--- config.mk ---
export PLATFORM = sky130hd
export DESIGN_NAME = sgu_front_flat
export DESIGN_NICKNAME = d
export VERILOG_FILES = /design/src/sgu_pkg.sv /design/src/sgu_chan_if.sv /design/src/sgu_front.sv /design/src/flat_wrapper.sv
export SDC_FILE = /design/constraint.sdc
export NUM_CORES = 1
export LEC_CHECK = 0
export ABC_AREA = 1
export BUFFER_PORTS_ARGS = -buffer_cell sky130_fd_sc_hd__buf_2
export CAP_MARGIN = 20
export CORE_ASPECT_RATIO = 0.5
export CORE_MARGIN = 3
export CORE_UTILIZATION = 56
export CTS_BUF_LIST = sky130_fd_sc_hd__clkbuf_8
export DETAILED_ROUTE_END_ITERATION = 10
export GPL_TIMING_DRIVEN = 0
export PLACE_DENSITY = 0.76
export REMOVE_ABC_BUFFERS = 1
export SETUP_SLACK_MARGIN = 0.4
export SYNTH_ARGS = -nofsm -noshare
export SYNTH_HDL_FRONTEND = slang
export SYNTH_SLANG_ARGS = --single-unit
--- constraint.sdc ---
create_clock -name clock -period 7.3 [get_ports clock]
set_input_delay 1.825 -clock clock [delete_from_list [all_inputs] [get_ports clock]]
set_output_delay 1.825 -clock clock [all_outputs]
set_load 0.1 [all_outputs]
--- src/sgu_pkg.sv ---
// Shared types and constants for the speaker gain / upsample / reference ring block.
package sgu_pkg;

   localparam int OP_W      = 2;
   localparam int SAMPLE_W  = 16;
   localparam int GAIN_W    = 11;
   localparam int FRAC_W    = 10;
   localparam int PROD_W    = SAMPLE_W + GAIN_W + 1;

   localparam logic [OP_W-1:0] OP_PLAY   = 2'd0;
   localparam logic [OP_W-1:0] OP_READ   = 2'd1;
   localparam logic [OP_W-1:0] OP_CLEAR  = 2'd2;
   localparam logic [OP_W-1:0] OP_IGNORE = 2'd3;

   localparam logic KIND_SPEAKER = 1'b0;
   localparam logic KIND_REF     = 1'b1;

   localparam logic [GAIN_W-1:0] GAIN_RESET  = 11'd717;
   localparam logic [GAIN_W-1:0] GAIN_BYPASS = 11'd1023;

   localparam int QUEUE_DEPTH = 4;
   localparam int QPTR_W      = 2;
   localparam int QCNT_W      = 3;

   typedef struct packed {
      logic [OP_W-1:0]            op;
      logic signed [SAMPLE_W-1:0] sample;
      logic                       frame_end;
   } cmd_type;

endpackage

--- src/sgu_chan_if.sv ---
// Valid/ready channel interfaces for the request and response sides.
interface sgu_req_if;
   logic                                valid;
   logic                                ready;
   logic [sgu_pkg::OP_W-1:0]            op;
   logic signed [sgu_pkg::SAMPLE_W-1:0] in_sample;
   logic                                frame_end;

   modport source (output valid, op, in_sample, frame_end, input ready);
   modport sink   (input valid, op, in_sample, frame_end, output ready);
endinterface


--- src/sgu_front.sv ---
// Front end: gain register, request intake, gain multiply and command classification.
module sgu_front (
   input  logic                          clock,
   input  logic                          reset,
   input  logic                          csr_wr_en,
   input  logic [sgu_pkg::GAIN_W-1:0]    csr_wr_data,
   sgu_req_if.sink                       req_bus,
   output logic                          push_valid,
   output sgu_pkg::cmd_type              push_data,
   input  logic                          q_full
);

   logic [sgu_pkg::GAIN_W-1:0]            gain_ff;
   logic                                  f_valid_ff, f_valid_in;
   logic [sgu_pkg::OP_W-1:0]              f_op_ff;
   logic signed [sgu_pkg::SAMPLE_W-1:0]   f_sample_ff;
   logic                                  f_fend_ff;
   logic                                  f_bypass_ff;
   logic signed [sgu_pkg::PROD_W-1:0]     f_prod_ff;

   logic                                  accept;
   logic                                  f_adv;
   logic signed [sgu_pkg::PROD_W-1:0]     prod_in;
   logic signed [sgu_pkg::PROD_W-1:0]     biased;
   logic signed [sgu_pkg::PROD_W-1:0]     shifted;
   logic signed [sgu_pkg::SAMPLE_W-1:0]   scaled;

   assign prod_in = sgu_pkg::PROD_W'(req_bus.in_sample)
                  * sgu_pkg::PROD_W'($signed({1'b0, gain_ff}));

   // divide by 1024 rounding toward zero: bias negatives before the shift
   assign biased  = f_prod_ff + (f_prod_ff[sgu_pkg::PROD_W-1]
                    ? sgu_pkg::PROD_W'($signed(1023)) : '0);
   assign shifted = biased >>> sgu_pkg::FRAC_W;

   always_comb begin
      if (f_bypass_ff) begin
         scaled = f_sample_ff;
      end else if (shifted > sgu_pkg::PROD_W'($signed(32767))) begin
         scaled = 16'sh7fff;
      end else if (shifted < -sgu_pkg::PROD_W'($signed(32768))) begin
         scaled = 16'sh8000;
      end else begin
         scaled = shifted[sgu_pkg::SAMPLE_W-1:0];
      end
   end

   // unused op code is dropped here without a queue slot
   assign f_adv      = f_valid_ff && (!q_full || (f_op_ff == sgu_pkg::OP_IGNORE));
   assign push_valid = f_valid_ff && (f_op_ff != sgu_pkg::OP_IGNORE) && !q_full;
   assign req_bus.ready = !f_valid_ff || f_adv;
   assign accept     = req_bus.valid && req_bus.ready;

   assign push_data.op        = f_op_ff;
   assign push_data.sample    = scaled;
   assign push_data.frame_end = f_fend_ff;

   always_comb begin
      f_valid_in = f_valid_ff;
      if (f_adv) begin
         f_valid_in = 1'b0;
      end
      if (accept) begin
         f_valid_in = 1'b1;
      end
   end

   always_ff @(posedge clock) begin
      if (reset) begin
         gain_ff    <= sgu_pkg::GAIN_RESET;
         f_valid_ff <= 1'b0;
      end else begin
         f_valid_ff <= f_valid_in;
         if (csr_wr_en) begin
            gain_ff <= csr_wr_data;
         end
      end
   end

   always_ff @(posedge clock) begin
      if (accept) begin
         f_op_ff     <= req_bus.op;
         f_sample_ff <= req_bus.in_sample;
         f_fend_ff   <= req_bus.frame_end;
         f_bypass_ff <= (gain_ff >= sgu_pkg::GAIN_BYPASS);
         f_prod_ff   <= prod_in;
      end
   end

endmodule

--- src/flat_wrapper.sv ---
// flat-port wrapper written by rule: the top's interface ports become plain ports
module sgu_front_flat 
  (clock, reset, csr_wr_en, csr_wr_data, push_valid, push_data, q_full, req_bus_valid, req_bus_op, req_bus_in_sample, req_bus_frame_end, req_bus_ready);
  sgu_req_if req_bus_i ();
  input  logic clock;
  input  logic reset;
  input  logic csr_wr_en;
  input  logic [sgu_pkg::GAIN_W-1:0] csr_wr_data;
  output logic push_valid;
  output sgu_pkg::cmd_type push_data;
  input  logic q_full;
  input wire logic [$bits(req_bus_i.valid)-1:0] req_bus_valid;
  input wire logic [$bits(req_bus_i.op)-1:0] req_bus_op;
  input wire logic [$bits(req_bus_i.in_sample)-1:0] req_bus_in_sample;
  input wire logic [$bits(req_bus_i.frame_end)-1:0] req_bus_frame_end;
  output wire logic [$bits(req_bus_i.ready)-1:0] req_bus_ready;
  assign req_bus_i.valid = req_bus_valid;
  assign req_bus_i.op = req_bus_op;
  assign req_bus_i.in_sample = req_bus_in_sample;
  assign req_bus_i.frame_end = req_bus_frame_end;
  assign req_bus_ready = req_bus_i.ready;
  sgu_front u_core (.clock(clock), .reset(reset), .csr_wr_en(csr_wr_en), .csr_wr_data(csr_wr_data), .req_bus(req_bus_i), .push_valid(push_valid), .push_data(push_data), .q_full(q_full));
endmodule
---- Yosys cells after proc, flatten, opt, wreduce, memory -nomap -nowiden ----
Cells that the tools add are included.
word-level totals
  register bits after elaboration ......... 60
  latch bits .............................. 0
  memory bits (writable) .................. 0
  bits in read-only memories .............. 0
  input bits .............................. 35
  output and inout bits ................... 21
  logic and storage cells ................. 29
  memories kept ........................... 0
operators by class
  add/subtract/negate cells ............... 1
  multiply operators ...................... 1
  divide/modulo/power cells ............... 0
  magnitude comparators ................... 3
  equality and inequality tests ........... 2
  shifts and indexed selects .............. 0
  mux-type cells .......................... 6
  bitwise gates (word level) .............. 0
  reduce and logical (&&, ||, !) cells .... 9
operators with widths
  kind                                                                                count
  16-bit two-way mux                                                                  3
  28-bit by 10-bit adder with 28-bit output                                           1
  16-bit by 12-bit multiplier with 28-bit output                                      1
  18-bit by 16-bit greater-than comparator with 1-bit output (second input constant)  1
  18-bit by 16-bit less-than comparator with 1-bit output (second input constant)     1
  11-bit by 10-bit >= comparator with 1-bit output (second input constant)            1
  10-bit two-way mux                                                                  1
  1-bit logical AND                                                                   4
  2-bit equality test (second input constant)                                         1
  1-bit logical NOT                                                                   2
  1-bit logical OR                                                                    2
  1-bit two-way mux                                                                   2
  2-bit inequality test (second input constant)                                       1
  2-bit nonzero test                                                                  1

---- Longest topological paths before layout ----
  word-level depth ........................ 6
  mapped depth ............................ 22
  mapped depth without buffers ............ 20

---- Least setup slack after synthesis ----
Ideal clock, no wire load.
  kind .................................... input-to-reg
  start point ............................. input port req_bus_in_sample[15]
  end point ............................... register u_core.f_prod_ff[27] in the netlist's numbering (data pin)
  arrival time ............................ 6.258 ns
  required time ........................... 7.042 ns
  setup slack ............................. 0.784 ns
  stages on the path ...................... 20
  cells stage by stage .................... clkbuf_1 -> nand2_1 -> inv_1 -> fa_1 -> inv_1 -> fa_1 -> fa_1 -> inv_1 -> fa_1 -> inv_1 -> fa_1 -> inv_1 -> ha_1 -> inv_1 -> nor3_1 -> nand2_1 -> nor2_1 -> nand2_1 -> nand3_1 -> xnor2_1
on the way
  longest elaborated chain between the ends .. 1
ends and longest elaborated chain
  item                                            line                text
  from (decl)                                     flat_wrapper.sv:14  input wire logic [$bits(req_bus_i.in_sample)-1:0] req_bus_in_sample;
  16-bit by 12-bit multiplier with 28-bit output  sgu_front.sv:29     * sgu_pkg::PROD_W'($signed({1'b0, gain_ff}));
  via u_core.prod_in, one bit                     sgu_front.sv:23     logic signed [sgu_pkg::PROD_W-1:0] prod_in;
  to (signal assigned)                            sgu_front.sv:86     f_prod_ff <= prod_in;
  to (decl)                                       sgu_front.sv:19     logic signed [sgu_pkg::PROD_W-1:0] f_prod_ff;
The timed path passes the listed nets, and every way through them passes these cells.
A chain may end at the register's enable or synchronous reset.

---- Worst setup path after layout ----
Ends and elaborated chain as after synthesis.

==> impl_metrics.ini <==
[status]
status = completed

[finish]
fin_area_sq_um = 10700
area_growth_pct = 6.06
drive_above_1_share_pct = 8.70
antenna_cells = 0
fin_nets = 1561

[grt]
grt_max_degree = 46
track_usage_pct = 25.8
grt_pass1_wl_um = 40400
antenna_found_initial = 0
overflow = 0
grt_pass1_vias = 8444

[setup_path]
rr_worst_depth = 19
critical_path.startpoint = req_bus_in_sample[15]
cp_top_family = adder cells
crit_slowest_cell = fa_2
cp_max_fo = 12
worstReg2RegStart = u_core.gain_ff[3]
cpPeakStageDelay_ns = 0.67
cpMostUsedCell = inv_1
path_cells = buf_2 -> nand2_1 -> inv_1 -> fa_2 -> inv_1 -> fa_1 -> fa_1 -> inv_1 -> fa_1 -> inv_1 -> fa_1 -> inv_1 -> ha_1 -> inv_1 -> nor3_2 -> nand2_1 -> nor2_1 -> nand2_1 -> nand3_1 -> xnor2_2
worstSetupStartpointType = primary input
cp.required_ns = 7.39
worst-path-buf-inv = 7
worstSetupPathType = primary input to register
r2r_slack_ns = 1.53
cp.arrival_ns = 6.66
crit_path_end_kind = register
reg2reg_to = u_core.f_prod_ff[27]

[timing]
max_clock_freq_mhz = 152
min_period_ns = 6.56
finalCritPeriodShare_pct = 89.9
slew_headroom_pct = 43.1
setup_viol = 0
rsz0062_at_grt = false
finalMaxSlewViolations = 0
fin_setup_tns_ns = 0
finalHoldViolCount = 0
finClkSkew_ns = 0.0203
worstMarginPinSlew_ns = 0.852

[die]
die-height_um = 101
core.rowCount = 33
coreArea_sq_um = 17000
io_pins = 56
start_util_pct = 59.2
fp.dieW_um = 195
die_area_sq_um = 19700

[synthesis]
synthesis.area_per_instance_sq_um = 7.90
synth_top_family_by_area = adder cells
synth-simple-area-share_pct = 19.5
ys_ff_latch = 60
synth_cells = 1272
synthAdderAreaFrac_pct = 40.9
synth_cell_types = 36
synth-xor-area-share_pct = 2.79
synth-compound-area-share_pct = 5.25
muxShareOfSynthArea_pct = 0
yosys_warnings = 0
syn_area_sq_um = 10100
seq_area_frac_synth_pct = 16.7

[clock_tree]
cts_buffer_depth = 2
clk_latency_ns = 0.37
cts.repair.resized = 0
cts_hold_buffers = 0
cts-root-buf = clkbuf_8
clkTransAtPathRegs_ns = 0.07
htreeDepth = 3
cts.sinks = 60
post-cts-setup-buffer-count = 0
cts_tree = built
cts_buffers = 9

[min_path]
hold_end = u_core.f_valid_ff
hp-start = u_core.f_valid_ff
whs_path_depth = 2
hold_path_class = register to register

[placement]
gp_congestion = 0.902
io_buffers = 55
dp.final_hpwl_um = 19000
place_area_sq_um = 10400

[detailed_routing]
viasPerCell = 5.20
drt-pass1-iter-count = 5
routedWlPerCell_um = 15.2
ant_nets = 0
route.detailed.drc = 0
drt_iter0_markers = 496
dr_total_vias = 7930
drt_wl_total_um = 23200

[flow_run]
drv_cap = 0
-- registers in the layout (all words and copies together), names as in the netlist --
signal	cells
u_core.f_prod_ff	28
u_core.f_sample_ff	16
u_core.gain_ff	11
u_core.f_op_ff	2
u_core.f_bypass_ff	1
u_core.f_fend_ff	1
u_core.f_valid_ff	1
-- layout make-up --
type / count / area (sq um)
Clock buffer: 9 / 124
Clock inverter: 7 / 91.3
Fill cell: 1481 / 6310
Inverter: 343 / 1290
Multi-Input combinational cell: 824 / 6900
Sequential cell: 60 / 1680
Tap cell: 227 / 284
Timing Repair Buffer: 56 / 295
-- through the flow --
stage               setup WS, ns  cells  hold slack, ns  utilization (%)
floorplan                  0.993   1227           0.627                -
global placement           0.236   1509           0.515             61.4
detailed placement         0.157   1510           0.543             61.5
CTS                        0.535   1526           0.553             62.7
global route               0.414   1526           0.611             62.8
finish                     0.737   1526           0.547             62.8
-- worst reg2reg max path: stages (launching register included) --
cell and delay (ns):
dfxtp_1 0.86, nand2_1 0.23, inv_1 0.18, fa_2 0.55
inv_1 0.12, fa_1 0.54, fa_1 0.58, inv_1 0.05
fa_1 0.49, inv_1 0.05, fa_1 0.54, inv_1 0.05
ha_1 0.36, inv_1 0.09, nor3_2 0.26, nand2_1 0.08
nor2_1 0.09, nand2_1 0.06, nand3_1 0.15, xnor2_2 0.13
-- cells by family (layout without fill, tap and decap cells) --
| kind of cell | Yosys count | in the layout |
|---|---|---|
| flops | 60 | 60 |
| buf+inv | 388 | 415 |
| compound gates | 90 | 90 |
| fa+ha+maj | 232 | 232 |
| xor+xnor | 32 | 32 |
| simple gates | 470 | 470 |
-- placed cells by master, fill, tap and decap left out, types with 13 or more instances in the layout --
cell	n
inv_1	339
nand2_1	322
fa_1	160
ha_1	71
nor2_1	70
buf_2	55
edfxtp_1	48
a21oi_1	43
nand3_1	34
o21ai_0	19
xor2_1	18
xnor2_1	13
nand2_2	13
-- routing by layer --
metal  part of all wire (%)  global-route usage [%]  up-vias
met2                     44                    41.8      258
met5                      0                       0        -
met4                    2.3                    7.88        0
met1                     46                    35.1     3842
met3                    7.2                    5.81       48
li1                       -                       -     3782
-- synth_stat cells --
master	n	area, sq um
a21oi_1	43	215
a21o_1	2	15.0
nand2_2	13	81.3
xnor2_1	14	123
buf_8	1	15.0
nor2_1	70	263
nor4_1	1	6.26
nor3b_2	1	12.5
buf_4	1	7.51
o21ai_0	19	95.1
nand3_2	3	30.0
o21a_1	1	7.51
nor3_1	9	45.0
nand2_4	2	22.5
o31ai_1	1	7.51
inv_2	3	11.3
inv_1	340	1280
xor2_1	18	158
dfxtp_1	12	240
fa_1	161	3220
buf_12	1	20.0
nor3_4	2	32.5
nand3b_1	2	15.0
nand3_1	34	170
a21oi_2	10	87.6
and2_1	1	6.26
a31oi_1	4	25.0
edfxtp_1	48	1440
o21bai_1	8	60.1
ha_1	71	888
nand4_1	5	31.3
nor2_2	3	18.8
clkbuf_1	42	158
a211oi_1	2	15.0
nand2_1	322	1210
nor3_2	2	20.0
-- how the worst max path moves through the flow --
stage,cells past startpoint,end,slack [ns]
3_5_place_dp,20,u_core.f_prod_ff[27],0.16
6_report,20,u_core.f_prod_ff[27],0.74
4_1_cts,20,u_core.f_prod_ff[27],0.54
3_3_place_gp,20,u_core.f_prod_ff[27],0.24
2_1_floorplan,19,u_core.f_prod_ff[27],0.99
5_1_grt,18,u_core.f_prod_ff[27],0.41
Power is left out: the tool's default activity adds up to more than one toggle a clock period on the data nets, which glitch-free logic cannot reach.
