### src/sgu_pkg.sv
// Shared types and constants for the speaker gain / upsample / reference ring block.
package sgu_pkg;

   localparam int OP_W      = 2;
   localparam int SAMPLE_W  = 16;
   localparam int GAIN_W    = 11;
   localparam int FRAC_W    = 10;
   localparam int PROD_W    = SAMPLE_W + GAIN_W + 1;

   localparam logic [OP_W-1:0] OP_PLAY   = 2'd0;
   localparam logic [OP_W-1:0] OP_READ   = 2'd1;
   localparam logic [OP_W-1:0] OP_CLEAR  = 2'd2;
   localparam logic [OP_W-1:0] OP_IGNORE = 2'd3;

   localparam logic KIND_SPEAKER = 1'b0;
   localparam logic KIND_REF     = 1'b1;

   localparam logic [GAIN_W-1:0] GAIN_RESET  = 11'd717;
   localparam logic [GAIN_W-1:0] GAIN_BYPASS = 11'd1023;

   localparam int QUEUE_DEPTH = 4;
   localparam int QPTR_W      = 2;
   localparam int QCNT_W      = 3;

   typedef struct packed {
      logic [OP_W-1:0]            op;
      logic signed [SAMPLE_W-1:0] sample;
      logic                       frame_end;
   } cmd_type;

endpackage

### src/sgu_queue.sv
// Short command queue between the front end and the ring back end.
module sgu_queue (
   input  logic             clock,
   input  logic             reset,
   input  logic             push_valid,
   input  sgu_pkg::cmd_type push_data,
   output logic             full,
   input  logic             pop,
   output sgu_pkg::cmd_type head,
   output logic             empty
);

   sgu_pkg::cmd_type              slot_ff [sgu_pkg::QUEUE_DEPTH];
   logic [sgu_pkg::QPTR_W-1:0]    wr_ff, wr_in;
   logic [sgu_pkg::QPTR_W-1:0]    rd_ff, rd_in;
   logic [sgu_pkg::QCNT_W-1:0]    cnt_ff, cnt_in;
   logic                          do_push, do_pop;

   assign full    = (cnt_ff == sgu_pkg::QCNT_W'(sgu_pkg::QUEUE_DEPTH));
   assign empty   = (cnt_ff == '0);
   assign do_push = push_valid && !full;
   assign do_pop  = pop && !empty;
   assign head    = slot_ff[rd_ff];

   always_comb begin
      wr_in  = do_push ? wr_ff + sgu_pkg::QPTR_W'(1) : wr_ff;
      rd_in  = do_pop  ? rd_ff + sgu_pkg::QPTR_W'(1) : rd_ff;
      cnt_in = cnt_ff;
      if (do_push && !do_pop) begin
         cnt_in = cnt_ff + sgu_pkg::QCNT_W'(1);
      end else if (do_pop && !do_push) begin
         cnt_in = cnt_ff - sgu_pkg::QCNT_W'(1);
      end
   end

   always_ff @(posedge clock) begin
      if (reset) begin
         wr_ff  <= '0;
         rd_ff  <= '0;
         cnt_ff <= '0;
      end else begin
         wr_ff  <= wr_in;
         rd_ff  <= rd_in;
         cnt_ff <= cnt_in;
      end
   end

   always_ff @(posedge clock) begin
      if (do_push) begin
         slot_ff[wr_ff] <= push_data;
      end
   end

endmodule

### config.mk
export PLATFORM = sky130hd
export DESIGN_NAME = sgu_queue
export DESIGN_NICKNAME = d
export VERILOG_FILES = /design/src/sgu_pkg.sv /design/src/sgu_queue.sv
export SDC_FILE = /design/constraint.sdc
export NUM_CORES = 1
export LEC_CHECK = 0
export ABC_AREA = 1
export BUFFER_PORTS_ARGS = -buffer_cell sky130_fd_sc_hd__buf_2
export CORE_UTILIZATION = 50
export CTS_BUF_LIST = sky130_fd_sc_hd__clkbuf_8
export CTS_CLUSTER_DIAMETER = 50
export DETAILED_ROUTE_END_ITERATION = 7
export GPL_ROUTABILITY_DRIVEN = 1
export GPL_TIMING_DRIVEN = 0
export PLACE_DENSITY = 0.71
export REMOVE_ABC_BUFFERS = 1
export SLEW_MARGIN = 40
export SYNTH_ARGS = -nofsm -noshare
export SYNTH_HDL_FRONTEND = slang
export SYNTH_SLANG_ARGS = --single-unit
### constraint.sdc
create_clock -name clock -period 2.5 [get_ports clock]
set_clock_uncertainty 0.15 [all_clocks]
set_input_delay 0.125 -clock clock [delete_from_list [all_inputs] [get_ports clock]]
set_output_delay 0.125 -clock clock [all_outputs]
set_load 0.05 [all_outputs]
* Yosys cells after proc, flatten, opt, wreduce, memory -nomap -nowiden
Memories as Yosys holds them, arrays and structs flattened. A register that Yosys moved wholly into a read port is not among the register bits. Cells that the tools add are included.
Storage, ports and cells: bits in registers 7, bits in latches 0, memory bits (read-only) 0, RAM bits 76, output and inout bits 21, logic and storage cells 25, memories kept 1, input port bits 23
Memories:
- slot_ff | depth 4, bits a word 19, read ports 1, clocked after Yosys merged registers in 1, write ports 1, line sgu_queue.sv:13 | sgu_pkg::cmd_type slot_ff [sgu_pkg::QUEUE_DEPTH];
Cells by class: $add $sub $neg 4, mux-type cells 6, multipliers 0, bitwise logic cells 0, equality and inequality tests 1, div/mod/pow operators 0, reduce and logical (&&, ||, !) cells 10, shift operators 0, $lt $le $gt $ge 0
Operators with widths (count):
- two-way mux 3 bit | 2
- adder 2 x 1 -> 2 bit, second input constant | 2
- logical AND 1 bit | 4
- zero test 1 bit | 4
- two-way mux 2 bit | 2
- adder 3 x 1 -> 3 bit, second input constant | 1
- == test 3 bit, second input constant | 1
- zero test 3 bit | 1
- subtractor 3 x 1 -> 3 bit, second input constant | 1
- two-way mux 1 bit | 2
- nonzero test 2 bit | 1

* Logic depth before layout (Yosys ltp)
Gate-level depths: netlist of run 1.
depth in word-level cells 7, gate-level depth with buffers 13, gate-level depth less buffers 13

* Worst setup path after synthesis of run 1
Ideal clock, no wire load.
path type reg2reg, start register cnt_ff[0] (netlist name), end memory slot_ff[0][0] (netlist name) (enable), buffers on the path 0, stages on the path, launching flop included 5, setup time 395 ps, data required time 1955 ps, clock period less this slack 1964 ps, data arrival time 1420 ps, slack 536 ps, cell sequence dfxtp_1 > nor2_2 > nand2_2 > nand2_2 > nor2_1
Between the ends: longest elaborated chain between the ends 5
Ends and longest elaborated chain:
- start, declared | line sgu_queue.sv:16 | logic [sgu_pkg::QCNT_W-1:0] cnt_ff, cnt_in;
- start signal, assigned | line sgu_queue.sv:44 | cnt_ff <= cnt_in;
- == test 3 bit | line sgu_queue.sv:19 | assign full = (cnt_ff == sgu_pkg::QCNT_W'(sgu_pkg::QUEUE_DEPTH));
- zero test 1 bit | line sgu_queue.sv:21 | assign do_push = push_valid && !full;
- logical AND 1 bit | line sgu_queue.sv:21
- two-way mux 1 bit | line sgu_queue.sv:49 | if (do_push) begin
- two-way mux 1 bit (not written as such) | line sgu_queue.sv:50 | slot_ff[wr_ff] <= push_data;
- end, declared | line sgu_queue.sv:13
Every way passes these cells.

==> qor.txt, run 1 <==
Run status -> finished with violations
Failing checks -> DRC
Setup TNS -> 0 ns
DRC marker count from the first detailed-route iteration -> 92
Port Buf Inserts -> 43
Power consumption -> 0.00427 W
Clock sinks -> 85
RSZ-0062 raised after global routing -> false
Die Width -> 83.9 um
Commonest cells after routing, fill and taps aside -> sky130_fd_sc_hd__edfxtp_1 (76), sky130_fd_sc_hd__nor2_1 (44), sky130_fd_sc_hd__buf_2 (43)
Endpoint of the most critical register-to-register path -> cnt_ff[2]$_SDFFE_PP0P_
Leakage Power -> 1.51 nW
Master cell of the clock root buffer -> sky130_fd_sc_hd__clkbuf_8
Syn-to-layout area delta -> 21.7%
Clk Latency, worst-skew pair -> 0.35 ns
Final Wtd Congestion -> 0.672
Yosys warning count -> 0
Number of setup violations in the final report -> 0
Maximum number of pins on one net before global-route repair -> 40
Most common cell after layout, fill and taps aside -> sky130_fd_sc_hd__edfxtp_1
CP Data Required Time -> 2.23 ns
Fraction of the cycle the final worst path needs -> 0.925
Total I/O pin count -> 44
DP Wirelength -> 3780 um
Antenna Diode Count -> 0
Depth of the CTS H-tree -> 3
Floorplan die height -> 83.9 um
Detailed Routing Iterations Pass 1 -> 6
Clock slew seen by the registers of the worst setup and hold paths -> 0.08 ns
VDD IR-drop max -> 0.000786 V
Power per cell area -> 1050 nW/um^2
CP Capture Type -> primary output
Num CTS Buffers -> 9
Register bit count reported by yosys -> 85
R2r startpoint -> cnt_ff[0]$_SDFFE_PP0P_
Number of routed nets with antenna violations -> 0
Startpoint of the tightest hold check path -> rd_ff[1]$_SDFFE_PP0P_
GRT overflow -> 0
Pin slew with the least headroom to its limit -> 0.672 ns
Overall track demand over capacity in global routing -> 0.196
Number of unique standard cell types used by synthesis -> 23
Initial Utilization -> 0.522
Clk buf depth -> 2
Slew Limit Fails -> 0
Area of the core -> 6420 sq um
Placement row count -> 29
Crit path max fanout -> 39
Class of the most critical hold timing path -> flop to flop
Portion of the post-synthesis area used by sequential elements -> 0.734
Post-Synthesis Mean Instance Area -> 13.2 sq um
Max Clk Rate -> 0.432 GHz
Hold-critical path depth -> 2
Average wire per cell in the routed design -> 15.5 um
Wire length of the first global-routing pass -> 10,300 um
Number of failing hold endpoints at the final stage -> 0
Routed via count -> 2,122
Final-stage net count -> 353
Critical path launch point type -> flop
Arrival time at the worst endpoint -> 2.04 ns
Kind of critical path -> flop to primary output
TritonCTS clock tree -> done
Number of standard cells after synthesis -> 254
Register-to-register setup slack -> 0.34 ns
Share of post-route cells with drive strength above 1 -> 0.228
Post CTS Setup Buffer Count -> 0
Post-detailed-routing wire length -> 6290 um
Vias in the first global route -> 2,174
Post-synth design cell area -> 3350 sq um
Final period demand of the worst path -> 2.31 ns
Area of the die -> 7040 sq um
Relative slew margins -> 0.551
Number of vias per cell after detailed routing -> 5.23
Initial antenna violation count -> 0
Number of maximum-capacitance constraint violations -> 0
DRC -> 6
Worst-case reg-to-reg path depth -> 13
## final cells by class
| cell class | count | area [sq um] |
|---|---|---|
| inverter | 18 | 67.6 |
| multi-input combinational | 140 | 754 |
| clock buffer | 9 | 124 |
| fill | 501 | 2340 |
| sequential | 85 | 2470 |
| tap | 77 | 96.3 |
| timing repair buffer | 70 | 518 |
| clock inverter | 7 | 56.3 |
## Yosys cell counts
cell / number / area share
sky130_fd_sc_hd__edfxtp_1: 76 / 0.68
sky130_fd_sc_hd__clkbuf_1: 1 / 0.0011
sky130_fd_sc_hd__nand3_1: 4 / 0.0060
sky130_fd_sc_hd__o21ai_2: 2 / 0.0052
sky130_fd_sc_hd__dfxtp_1: 9 / 0.054
sky130_fd_sc_hd__o22ai_1: 19 / 0.035
sky130_fd_sc_hd__nor2_2: 4 / 0.0075
sky130_fd_sc_hd__nand2_1: 12 / 0.013
sky130_fd_sc_hd__inv_1: 16 / 0.018
sky130_fd_sc_hd__nand2_2: 3 / 0.0056
sky130_fd_sc_hd__ha_1: 5 / 0.019
sky130_fd_sc_hd__o21ai_0: 37 / 0.055
sky130_fd_sc_hd__buf_2: 1 / 0.0015
sky130_fd_sc_hd__xor2_1: 1 / 0.0026
sky130_fd_sc_hd__a21oi_1: 3 / 0.0045
sky130_fd_sc_hd__buf_8: 1 / 0.0045
sky130_fd_sc_hd__nand3b_1: 1 / 0.0022
sky130_fd_sc_hd__nor2_1: 48 / 0.054
sky130_fd_sc_hd__inv_2: 2 / 0.0022
sky130_fd_sc_hd__clkbuf_2: 1 / 0.0015
sky130_fd_sc_hd__buf_6: 5 / 0.017
sky130_fd_sc_hd__buf_4: 2 / 0.0045
sky130_fd_sc_hd__fa_1: 1 / 0.0060
## per-layer routing
metal	up-vias	global-route usage	wire length (um)
li1	1042	-	-
met1	1021	0.247	2720
met2	44	0.320	3160
met3	15	0.0366	281
met4	0	0.111	132
met5	-	0	0
## cell families (layout without fill, tap and decap cells)
family	after synthesis	in the layout	synth area share
and+or+nand+nor	72	72	0.0884
buffers and inverters	29	104	0.0500
AOI/OAI and AO/OA	61	61	0.100
adders and majority gates	6	6	0.0246
DFF	85	85	0.734
xor gates and xnor gates	1	1	0.00261
## flip-flops by register name (all words and copies together), names as in the netlist, named ones only
signal   flops
cnt_ff       3
rd_ff        2
slot_ff     76
wr_ff        2
## per-stage QoR
| step | instance area [sq um] | hold slack [ns] | util | std cells | setup slack [ns] |
|---|---|---|---|---|---|
| after CTS | 4080 | 0.356 | 0.636 | 406 | 0.170 |
| after floorplan | 3250 | 0.0441 | - | 243 | 0.296 |
| after global routing | 4080 | 0.377 | 0.636 | 406 | 0.0123 |
| after detailed placement | 3670 | 0.195 | 0.571 | 367 | 0.313 |
| after global placement | 3570 | 0.191 | 0.555 | 363 | -0.205 |
| final | 4080 | 0.357 | 0.636 | 406 | 0.187 |
## repair_timing
| action | 4_1_cts | 5_1_grt |
|---|---|---|
| gates resized for setup | 1 | 1 |
| hold buffers | 23 | 0 |
| setup endpoints to repair | 18 | 1 |
| endpoints found under the hold margin | 85 | 0 |
## how the worst max path moves through the flow
stage | to | slack, ns | cells after the start
4_1_cts | head[0] | 0.17 | 4
2_1_floorplan | head[0] | 0.30 | 3
6_report | head[0] | 0.19 | 4
3_5_place_dp | head[14] | 0.31 | 4
3_3_place_gp | head[5] | -0.20 | 4
5_1_grt | head[13] | 0.01 | 4
## power by group
part | internal, W | switching, W
clock network | 0.000444 | 0.000451
logic | 0.000396 | 0.00111
registers | 0.00173 | 0.000136
total | 0.00257 | 0.00170
## critical path: stages (launching register included)
cell and delay [ns]:
sky130_fd_sc_hd__dfxtp_4 0.47, sky130_fd_sc_hd__inv_2 0.55, sky130_fd_sc_hd__o21ai_0 0.17, sky130_fd_sc_hd__o22ai_1 0.17
sky130_fd_sc_hd__buf_2 0.30
Note: power is estimated with default switching activity, not from simulation.
==> run 2: changes to the inputs <==
- clock period: 2.5 -> 2.7 ns (I/O delays scaled with it)
==> run 2 against run 1 <==
Compared with the run above: the run still ends with DRC left; via count rose by 0.94%; worst setup slack improved by 0.19 ns; sequential share of layout area barely moved; cell count did not move; global-route usage did not move; total power fell by 7.4%; combinational power fell by 7%; largest cell class unchanged; largest power group unchanged.
==> qor.txt, run 2 (synthesis gave the netlist of run 1 again) <==
Average wire per cell in the routed design -> 15.6 um (was 15.5 um)
Power per cell area -> 969 nW/um^2 (was 1050 nW/um^2)
Power consumption -> 0.00396 W (was 0.00427 W)
Hold-critical path depth -> 2 (unchanged)
CP Data Required Time -> 2.41 ns (was 2.23 ns)
Master cell of the clock root buffer -> sky130_fd_sc_hd__clkbuf_8 (unchanged)
Post-detailed-routing wire length -> 6330 um (was 6290 um)
Number of flip-flops under the largest register name -> 76 (unchanged)
Routed via count -> 2,142 (was 2,122)
Pin slew with the least headroom to its limit -> 0.777 ns (was 0.672 ns)
Worst setup timing slack at the placement stage -> 0.503 ns (was 0.313 ns)
Number of vias per cell after detailed routing -> 5.28 (was 5.23)
Share of post-route cells with drive strength above 1 -> 0.225 (was 0.228)
Layout filler cell count -> 501 (unchanged)
Num CTS Buffers -> 9 (unchanged)
Run status -> finished with violations (unchanged)
Leakage Power -> 1.51 nW (about the same)
Most common cell after layout, fill and taps aside -> sky130_fd_sc_hd__edfxtp_1 (unchanged)
Die Width -> 83.9 um (unchanged)
Slew Limit Fails -> 0 (unchanged)
Final Wtd Congestion -> 0.672 (unchanged)
Initial antenna violation count -> 0 (unchanged)
RSZ-0062 raised after global routing -> false (unchanged)
R2r startpoint -> cnt_ff[0]$_SDFFE_PP0P_ (unchanged)
Design Area, Final -> 4080 sq um (about the same)
Floorplan die height -> 83.9 um (unchanged)
Area of the die -> 7040 sq um (unchanged)
Final-stage net count -> 353 (unchanged)
DP Wirelength -> 3780 um (unchanged)
DRC -> 8 (was 6)
Max Clk Rate -> 0.430 GHz
Placed standard-cell area -> 3670 sq um (unchanged)
Failing checks -> DRC (unchanged)
Fraction of the cycle the final worst path needs -> 0.862
Syn-to-layout area delta -> 21.7% (about the same)
DRC marker count from the first detailed-route iteration -> 72 (was 92)
Initial Utilization -> 0.522 (unchanged)
Class of the most critical hold timing path -> flop to flop (unchanged)
Overall track demand over capacity in global routing -> 0.196 (unchanged)
Kind of critical path -> flop to primary output (unchanged)
Register area -> 2470 sq um (about the same)
Depth of the CTS H-tree -> 3 (unchanged)
Port Buf Inserts -> 43 (unchanged)
Area of the core -> 6420 sq um (unchanged)
Top register by number of flip-flops -> slot_ff (unchanged)
Clk Latency, worst-skew pair -> 0.35 ns (about the same)
Clock sinks -> 85 (unchanged)
Area of the multi-input gates -> 754 sq um (unchanged)
Final core area utilization -> 0.636 (about the same)
Crit path max fanout -> 20 (was 39)
Detailed Routing Iterations Pass 1 -> 6 (unchanged)
VDD IR-drop max -> 0.000727 V (was 0.000786 V)
Relative slew margins -> 0.481 (was 0.551)
Antenna Diode Count -> 0 (unchanged)
Final period demand of the worst path -> 2.33 ns
GRT overflow -> 0 (unchanged)
TritonCTS clock tree -> done (unchanged)
Worst-case reg-to-reg path depth -> 13 (unchanged)
Number of maximum-capacitance constraint violations -> 0 (unchanged)
Maximum number of pins on one net before global-route repair -> 40 (unchanged)
Critical path launch point type -> flop (unchanged)
Number of failing hold endpoints at the final stage -> 0 (unchanged)
Total I/O pin count -> 44 (unchanged)
Vias in the first global route -> 2,174 (unchanged)
Top Registers -> slot_ff: 76 flops, cnt_ff: 3 flops (unchanged)
Startpoint of the tightest hold check path -> rd_ff[1]$_SDFFE_PP0P_ (unchanged)
Clk buf depth -> 2 (unchanged)
Wire length of the first global-routing pass -> 10,300 um (unchanged)
CP Capture Type -> primary output (unchanged)
Number of setup violations in the final report -> 0 (unchanged)
Commonest cells after routing, fill and taps aside -> sky130_fd_sc_hd__edfxtp_1 (76), sky130_fd_sc_hd__nor2_1 (44), sky130_fd_sc_hd__buf_2 (43) (unchanged)
Post CTS Setup Buffer Count -> 0 (unchanged)
Arrival time at the worst endpoint -> 2.04 ns (about the same)
Placement row count -> 29 (unchanged)
Number of routed nets with antenna violations -> 0 (unchanged)
Clock slew seen by the registers of the worst setup and hold paths -> 0.08 ns (about the same)
Crit path setup slack, layout -> 0.373 ns (was 0.187 ns)
## run 2: cell counts in the layout (fill, tap and decap cells not counted)
No cell type changed its count.
## run 2: layout make-up
| type | instances | share of cell area |
|---|---|---|
| well taps | 77 | 0.0236 |
| clock inverters | 7 | 0.0138 |
| clock buffers | 9 | 0.0303 |
| inverters | 18 | 0.0165 |
| flip-flops and latches | 85 | 0.604 |
| repair buffers | 70 | 0.127 |
| multi-input cells | 140 | 0.185 |
## run 2: worst paths after layout
path	endpoint	slack (ns)
hold / removal	rd_ff[1]$_SDFFE_PP0P_	0.36
hold reg to reg	rd_ff[1]$_SDFFE_PP0P_	0.36
setup reg to reg	cnt_ff[2]$_SDFFE_PP0P_	0.54
setup / recovery	head[0]	0.37
## run 2: repair_timing
item                                    CTS  global route
endpoints found under the setup margin    0            13
hold buffers                             23             0
endpoints found under the hold margin    85             0
gates resized for setup                   0             1
## run 2: per-layer routing
layer,GRT usage,wire [um],vias to the layer above
met5,0,0,-
met4,0.111,106,0
met1,0.247,2720,1033
met2,0.320,3180,59
li1,-,-,1041
met3,0.0366,327,9
## run 2: critical path, stage by stage (launching register included)
cell and delay (ns):
sky130_fd_sc_hd__dfxtp_1 0.83, sky130_fd_sc_hd__inv_2 0.34, sky130_fd_sc_hd__o21ai_0 0.17, sky130_fd_sc_hd__o22ai_1 0.12
sky130_fd_sc_hd__buf_2 0.22
## run 2: power breakdown
group	total (W)	leakage, nW	internal, W	switching (W)
sequential	0.00173	0.771	0.00160	0.000125
clock	0.000831	0.0868	0.000412	0.000419
combinational	0.00140	0.651	0.000367	0.00103
total	0.00396	1.51	0.00238	0.00157
## run 2: metrics by stage
| stage | setup TNS (ns) | instances | hold WS (ns) |
|---|---|---|---|
| finish | 0 | 406 | 0.364 |
| detailed placement | 0 | 367 | 0.205 |
| global placement | -0.0548 | 363 | 0.201 |
| global route | 0 | 406 | 0.386 |
| CTS | 0 | 406 | 0.356 |
| floorplan | 0 | 243 | 0.0541 |
